[src/design/spq_pkg.sv]
// Shared types and constants for the sorted priority queue.
package spq_pkg;

	localparam int CAPACITY_DEF  = 16;
	localparam int PRIO_BITS_DEF = 16;

	localparam int ITEM_W    = 8;
	localparam int IN_PRIO_W = 16;
	localparam int STATUS_W  = 2;
	localparam int FILL_W    = 5;
	localparam int S_DATA_W  = 24;
	localparam int M_DATA_W  = 16;

	localparam logic [ITEM_W-1:0] EMPTY_ITEM = 8'h20;

	typedef enum logic [0:0] {
		CMD_ENQ = 1'b0,
		CMD_DEQ = 1'b1
	} cmd_t;

	typedef enum logic [STATUS_W-1:0] {
		ST_OK    = 2'd0,
		ST_EMPTY = 2'd1,
		ST_FULL  = 2'd2
	} status_t;

	// Per-cycle command broadcast to every cell.
	typedef struct packed {
		logic ins;
		logic del;
	} cell_ctrl_t;

endpackage

[src/design/sorted_priority_queue_core.sv]
// Sorted priority queue built as a chain of compare-and-shift cells.
// The result beat is registered and appears in the cycle after the input beat is accepted.
// Throughput: one enqueue or dequeue per cycle while s_tready is high; every cell compares and shifts in parallel.
// s_tready drops only while a result beat waits and m_tready is low.
// Reset clears the entry count and the output valid; cell contents stay undefined.
module sorted_priority_queue_core #(
	parameter int CAPACITY      = spq_pkg::CAPACITY_DEF,
	parameter int PRIORITY_BITS = spq_pkg::PRIO_BITS_DEF
) (
	input  logic                           clk,
	input  logic                           arst_n,
	input  logic                           s_tvalid,
	output logic                           s_tready,
	input  logic [spq_pkg::S_DATA_W-1:0]   s_tdata,  // item_in[7:0], priority_in[23:8]
	input  logic [0:0]                     s_tuser,  // cmd[0]
	output logic                           m_tvalid,
	input  logic                           m_tready,
	output logic [spq_pkg::M_DATA_W-1:0]   m_tdata   // item_out[7:0], status[9:8], fill_count[14:10], zero[15]
);

	localparam int CNT_W = $clog2(CAPACITY + 1);

	logic                                accept;
	spq_pkg::cmd_t                       cmd;
	logic [spq_pkg::ITEM_W-1:0]          in_item;
	logic signed [spq_pkg::IN_PRIO_W-1:0] in_prio;
	logic signed [PRIORITY_BITS-1:0]     new_prio;
	logic                                full;
	logic                                empty;
	spq_pkg::cell_ctrl_t                 ctrl;

	logic [CNT_W-1:0]                    count_q;
	logic [CNT_W-1:0]                    count_d;

	logic                                out_valid_q;
	logic [spq_pkg::ITEM_W-1:0]          out_item_q;
	spq_pkg::status_t                    out_status_q;
	logic [spq_pkg::FILL_W-1:0]          out_fill_q;

	logic [spq_pkg::ITEM_W-1:0]          item_w [CAPACITY];
	logic signed [PRIORITY_BITS-1:0]     prio_w [CAPACITY];
	logic                                stay_w [CAPACITY];

	assign cmd      = spq_pkg::cmd_t'(s_tuser);
	assign in_item  = s_tdata[7:0];
	assign in_prio  = s_tdata[23:8];
	assign new_prio = PRIORITY_BITS'(in_prio);

	assign s_tready = !out_valid_q || m_tready;
	assign accept   = s_tvalid && s_tready;
	assign full     = (count_q == CNT_W'(CAPACITY));
	assign empty    = (count_q == '0);

	assign ctrl.ins = accept && (cmd == spq_pkg::CMD_ENQ) && !full;
	assign ctrl.del = accept && (cmd == spq_pkg::CMD_DEQ) && !empty;

	always_comb begin
		count_d = count_q;
		if (ctrl.ins) begin
			count_d = count_q + CNT_W'(1);
		end else if (ctrl.del) begin
			count_d = count_q - CNT_W'(1);
		end
	end

	genvar gi;
	generate
		for (gi = 0; gi < CAPACITY; gi++) begin : g_cell
			logic                            occ;
			logic                            prev_stay;
			logic [spq_pkg::ITEM_W-1:0]      prev_item;
			logic signed [PRIORITY_BITS-1:0] prev_prio;
			logic [spq_pkg::ITEM_W-1:0]      next_item;
			logic signed [PRIORITY_BITS-1:0] next_prio;

			assign occ = (CNT_W'(gi) < count_q);

			if (gi == 0) begin : g_first
				assign prev_stay = 1'b0;
				assign prev_item = in_item;
				assign prev_prio = new_prio;
			end else begin : g_mid
				assign prev_stay = stay_w[gi-1];
				assign prev_item = item_w[gi-1];
				assign prev_prio = prio_w[gi-1];
			end

			if (gi == CAPACITY - 1) begin : g_last
				assign next_item = item_w[gi];
				assign next_prio = prio_w[gi];
			end else begin : g_inner
				assign next_item = item_w[gi+1];
				assign next_prio = prio_w[gi+1];
			end

			spq_cell #(
				.PRIO_BITS (PRIORITY_BITS),
				.IS_HEAD   (gi == 0)
			) u_cell (
				.clk       (clk),
				.ctrl      (ctrl),
				.occ       (occ),
				.new_item  (in_item),
				.new_prio  (new_prio),
				.prev_stay (prev_stay),
				.prev_item (prev_item),
				.prev_prio (prev_prio),
				.next_item (next_item),
				.next_prio (next_prio),
				.item_q    (item_w[gi]),
				.prio_q    (prio_w[gi]),
				.stay      (stay_w[gi])
			);
		end
	endgenerate

	always_ff @(posedge clk or negedge arst_n) begin
		if (!arst_n) begin
			count_q     <= '0;
			out_valid_q <= 1'b0;
		end else begin
			count_q <= count_d;
			if (accept) begin
				out_valid_q <= 1'b1;
			end else if (m_tready) begin
				out_valid_q <= 1'b0;
			end
		end
	end

	always_ff @(posedge clk) begin
		if (accept) begin
			out_fill_q <= spq_pkg::FILL_W'(count_d);
			if (cmd == spq_pkg::CMD_DEQ) begin
				if (empty) begin
					out_item_q   <= spq_pkg::EMPTY_ITEM;
					out_status_q <= spq_pkg::ST_EMPTY;
				end else begin
					out_item_q   <= item_w[0];
					out_status_q <= spq_pkg::ST_OK;
				end
			end else begin
				out_item_q   <= '0;
				out_status_q <= full ? spq_pkg::ST_FULL : spq_pkg::ST_OK;
			end
		end
	end

	assign m_tvalid = out_valid_q;
	assign m_tdata  = {1'b0, out_fill_q, out_status_q, out_item_q};

	a_count_bound: assert property (@(posedge clk) disable iff (!arst_n)
		count_q <= CNT_W'(CAPACITY))
		else $error("entry count above capacity");

	a_ins_del_excl: assert property (@(posedge clk) disable iff (!arst_n)
		!(ctrl.ins && ctrl.del))
		else $error("insert and remove in the same cycle");

	a_ins_count: assert property (@(posedge clk) disable iff (!arst_n)
		ctrl.ins |=> (count_q == $past(count_q) + CNT_W'(1)))
		else $error("insert did not bump count");

	a_head_order: assert property (@(posedge clk) disable iff (!arst_n)
		(count_q >= CNT_W'(2)) |-> (prio_w[0] <= prio_w[1]))
		else $error("head cells out of order");

	a_empty_deq: assert property (@(posedge clk) disable iff (!arst_n)
		(accept && (cmd == spq_pkg::CMD_DEQ) && empty) |=>
		(out_status_q == spq_pkg::ST_EMPTY && count_q == '0))
		else $error("dequeue from empty mishandled");

endmodule

[src/design/spq_cell.sv]
// One storage cell of the sorted chain: holds an item and its priority.
module spq_cell #(
	parameter int PRIO_BITS = spq_pkg::PRIO_BITS_DEF,
	parameter bit IS_HEAD   = 1'b0
) (
	input  logic                             clk,
	input  spq_pkg::cell_ctrl_t              ctrl,
	input  logic                             occ,
	input  logic [spq_pkg::ITEM_W-1:0]       new_item,
	input  logic signed [PRIO_BITS-1:0]      new_prio,
	input  logic                             prev_stay,
	input  logic [spq_pkg::ITEM_W-1:0]       prev_item,
	input  logic signed [PRIO_BITS-1:0]      prev_prio,
	input  logic [spq_pkg::ITEM_W-1:0]       next_item,
	input  logic signed [PRIO_BITS-1:0]      next_prio,
	output logic [spq_pkg::ITEM_W-1:0]       item_q,
	output logic signed [PRIO_BITS-1:0]      prio_q,
	output logic                             stay
);

	logic ge;
	logic gt;
	logic take_new;

	assign ge = (new_prio >= prio_q);
	assign gt = (new_prio > prio_q);
	// head keeps its entry on a tie, every other cell yields on a tie
	assign stay = occ && (IS_HEAD ? ge : gt);
	assign take_new = IS_HEAD || prev_stay;

	always_ff @(posedge clk) begin
		if (ctrl.ins && !stay) begin
			if (take_new) begin
				item_q <= new_item;
				prio_q <= new_prio;
			end else begin
				item_q <= prev_item;
				prio_q <= prev_prio;
			end
		end else if (ctrl.del) begin
			item_q <= next_item;
			prio_q <= next_prio;
		end
	end

endmodule

[config.mk]
export PLATFORM = sky130hd
export DESIGN_NAME = sorted_priority_queue_core
export DESIGN_NICKNAME = d
export VERILOG_FILES = /design/src/design/spq_pkg.sv /design/src/design/sorted_priority_queue_core.sv /design/src/design/spq_cell.sv
export SDC_FILE = /design/constraint.sdc
export NUM_CORES = 1
export LEC_CHECK = 0
export ABC_AREA = 0
export BUFFER_PORTS_ARGS = -buffer_cell sky130_fd_sc_hd__clkbuf_2
export CORE_ASPECT_RATIO = 1.5
export CORE_MARGIN = 2
export CORE_UTILIZATION = 60
export CTS_CLUSTER_SIZE = 25
export DETAILED_ROUTE_END_ITERATION = 6
export GPL_ROUTABILITY_DRIVEN = 0
export PLACE_DENSITY_LB_ADDON = 0.15
export SLEW_MARGIN = 25
export SYNTH_ARGS = -nofsm -noshare
export SYNTH_HDL_FRONTEND = slang
export SYNTH_SLANG_ARGS = --single-unit
[constraint.sdc]
create_clock -name clk -period 9.3 [get_ports clk]
set_input_delay 0.93 -clock clk [delete_from_list [all_inputs] [get_ports clk]]
set_output_delay 0.93 -clock clk [all_outputs]
set_load 0.02 [all_outputs]
==> impl_metrics.ini <==
[outcome]
run_status = finished, final reports clean

[worst_setup_path]
critPathKind = in2reg
reg2reg_slack_ns = 5.34
required_ns = 9.52
rr_startpoint = count_q[1]
endpoint_kind = register
critPathLaunchType = primary input
arrival_ns = 4.80
ff2ff_path_depth = 9
reg2reg_to = g_cell[2].u_cell.item_q[5]
path_max_fanout = 32

[routing]
drt_iter0_markers = 1315
vias = 19441
routed_wl_mm = 68.9
vias_per_cell = 6.18
ant_nets = 0
drt-pass1-iter-count = 5
avgRoutedWirePerCell_um = 21.9
drc = 0

[cts]
cts_root_buf = clkbuf_16
clock_sinks = 405
numCtsBuffers = 42
clk_path_buf_depth = 3
post_cts_buffers = 0
cts_max_level = 2
clk_latency_ns = 0.57
postCtsHoldBufs = 0
cts_resized = 0
clk_pin_slew_ns = 0.06
tritoncts = done

[synth]
synth_edf_count = 399
yosys_warnings = 0
synth_seq_area_share_pct = 44.6
synth.most_common_cell = edfxtp_1
synth_ff_type = edfxtp_1
syn_avg_cell_area_um2 = 10.8
synth_top_area_share_pct = 44.0
netlist-cell-type-count = 73
syn_area_um2 = 27200
async_flop_share_pct = 1.48
synth.cells.most_frequent = edfxtp_1, mux2i_1, a21oi_1, inv_1, ha_1
yosysTopAreaCell = edfxtp_1
synth_seq_cells = 405
synthTopCellsByArea = edfxtp_1, mux2i_1, ha_1, a21oi_1, mux2_2
synth_nets = 2819
syn-instance-count = 2531

[layout]
final_util_pct = 66.0
n_antenna_cell = 0
nFillCells = 3435
final_cell_count_no_fill = 3146
drive_above_1_share_pct = 12.6
nets = 2819
synthToLayoutAreaGrowth_pct = 8.75

[placed_design]
hpwl_mm = 51.6
numPortBuffers = 45
dp.cells = 3069

[timing]
tightest_slew_ns = 0.981
rsz0062_at_grt = false
slew_headroom_pct = 34.1
setup_viol = 0
period_share_pct = 49.3
finalHoldViolCount = 0
clock.fmax_ghz = 0.218
clock_skew_ns = 0.0247
finalSetupTns_ns = 0
hold_slack_ns = 0.188
fin_crit_ns = 4.58
slew_viol_final = 0

[global_routing]
grt_pass1_vias = 20239
grt.total_usage_pct = 29.4
grt.overflow.total = 0
grt_max_degree = 50
antenna_found_initial = 0
grt_pass1_wl_mm = 108

[hold_path]
hold_path_class = in2async

[power]
total_leakage_power_nw = 12.9
power_density_nw_per_um2 = 222
ir_drop_uv = 163

[floorplan]
fp.dieW_um = 178
dieArea_um2 = 47100
die_h_um = 265
num_rows = 95
start_util_pct = 60.7
core_area_um2 = 44800
ios = 47

[job]
max-cap-violations = 0
## cells in the final DEF, fill, tap and decap left out, drive strengths merged, types with 16 or more instances in the layout
cell and instances:
clkbuf 95, mux2i 337, nor2b 16, edfxtp 399, mux2 124, nand4 47
inv 263, nand2 108, o21ai 155, a21o 34, nand3 23, nor2 165
buf 50, ha 259, a21oi 294
## critical path: stages
cell      delay, ns
clkbuf_2       0.48
ha_1           0.54
nand3_1        0.14
nor4_1         0.78
nand4_1        0.37
a41oi_4        0.59
buf_4          0.40
nand2b_1       0.15
buf_4          0.33
## metal layers
layer	global-route usage, %	part of all wire (%)	up-vias
met5	0	0	-
met2	55.4	54	511
met4	17.2	6.3	0
li1	-	-	9285
met3	3.07	3.4	213
met1	31.0	36	9432
## per-stage QoR
stage / power, W / setup slack [ns] / instance area, um^2
after floorplan: 0.00408 / 4.25 / 27200
after global placement: 0.00453 / 4.06 / 28000
final: 0.00656 / 4.72 / 29600
after CTS: 0.00656 / 4.52 / 29600
after detailed placement: 0.00462 / 3.96 / 28000
after global routing: 0.00686 / 4.54 / 29600
## where the power goes
| part | internal [W] | switching [W] |
|---|---|---|
| Sequential | 0.00236 | 0.000194 |
| Combinational | 0.000831 | 0.00122 |
| Clock | 0.00120 | 0.000755 |
| Total | 0.00439 | 0.00217 |
## worst max-delay path by stage
stage / from / to / slack [ns] / cells after the start
2_1_floorplan: s_tdata[8] / g_cell[1].u_cell.item_q[0] / 4.25 / 11
3_3_place_gp: s_tdata[21] / g_cell[4].u_cell.prio_q[10] / 4.06 / 9
3_5_place_dp: s_tdata[8] / g_cell[7].u_cell.prio_q[9] / 3.96 / 10
4_1_cts: s_tdata[8] / g_cell[7].u_cell.prio_q[15] / 4.52 / 10
5_1_grt: s_tdata[21] / g_cell[6].u_cell.prio_q[4] / 4.54 / 9
6_report: s_tdata[21] / g_cell[6].u_cell.prio_q[4] / 4.72 / 9
## layout make-up
| type | instances | area (um^2) | share of cell area (%) |
|---|---|---|---|
| clock buffer | 50 | 1120 | 3.79 |
| inverter | 262 | 983 | 3.32 |
| clock inverter | 27 | 460 | 1.56 |
| sequential | 405 | 12100 | 41.0 |
| tap | 582 | 728 | 2.46 |
| multi-input combinational | 1725 | 13600 | 45.8 |
| timing repair buffer | 95 | 601 | 2.03 |
## logic make-up (layout without fill, tap and decap cells)
| group | count (synthesis) | in the layout | synth area share (%) |
|---|---|---|---|
| buffers and inverters | 401 | 434 | 6.16 |
| and+or+nand+nor | 436 | 436 | 7.89 |
| other | 1 | 1 | 0.0138 |
| muxes | 461 | 461 | 17.6 |
| xor gates and xnor gates | 3 | 3 | 0.0966 |
| adders and majority gates | 259 | 259 | 11.9 |
| AOI/OAI and AO/OA | 565 | 565 | 11.7 |
| DFF | 405 | 405 | 44.6 |
## sequential cells by signal, summed over array words and instances (netlist names)
name	cells
g_cell.u_cell.prio_q	256
g_cell.u_cell.item_q	128
out_item_q	8
count_q	5
out_fill_q	5
out_status_q	2
m_tvalid	1
Note: power is estimated with default switching activity, not from simulation.
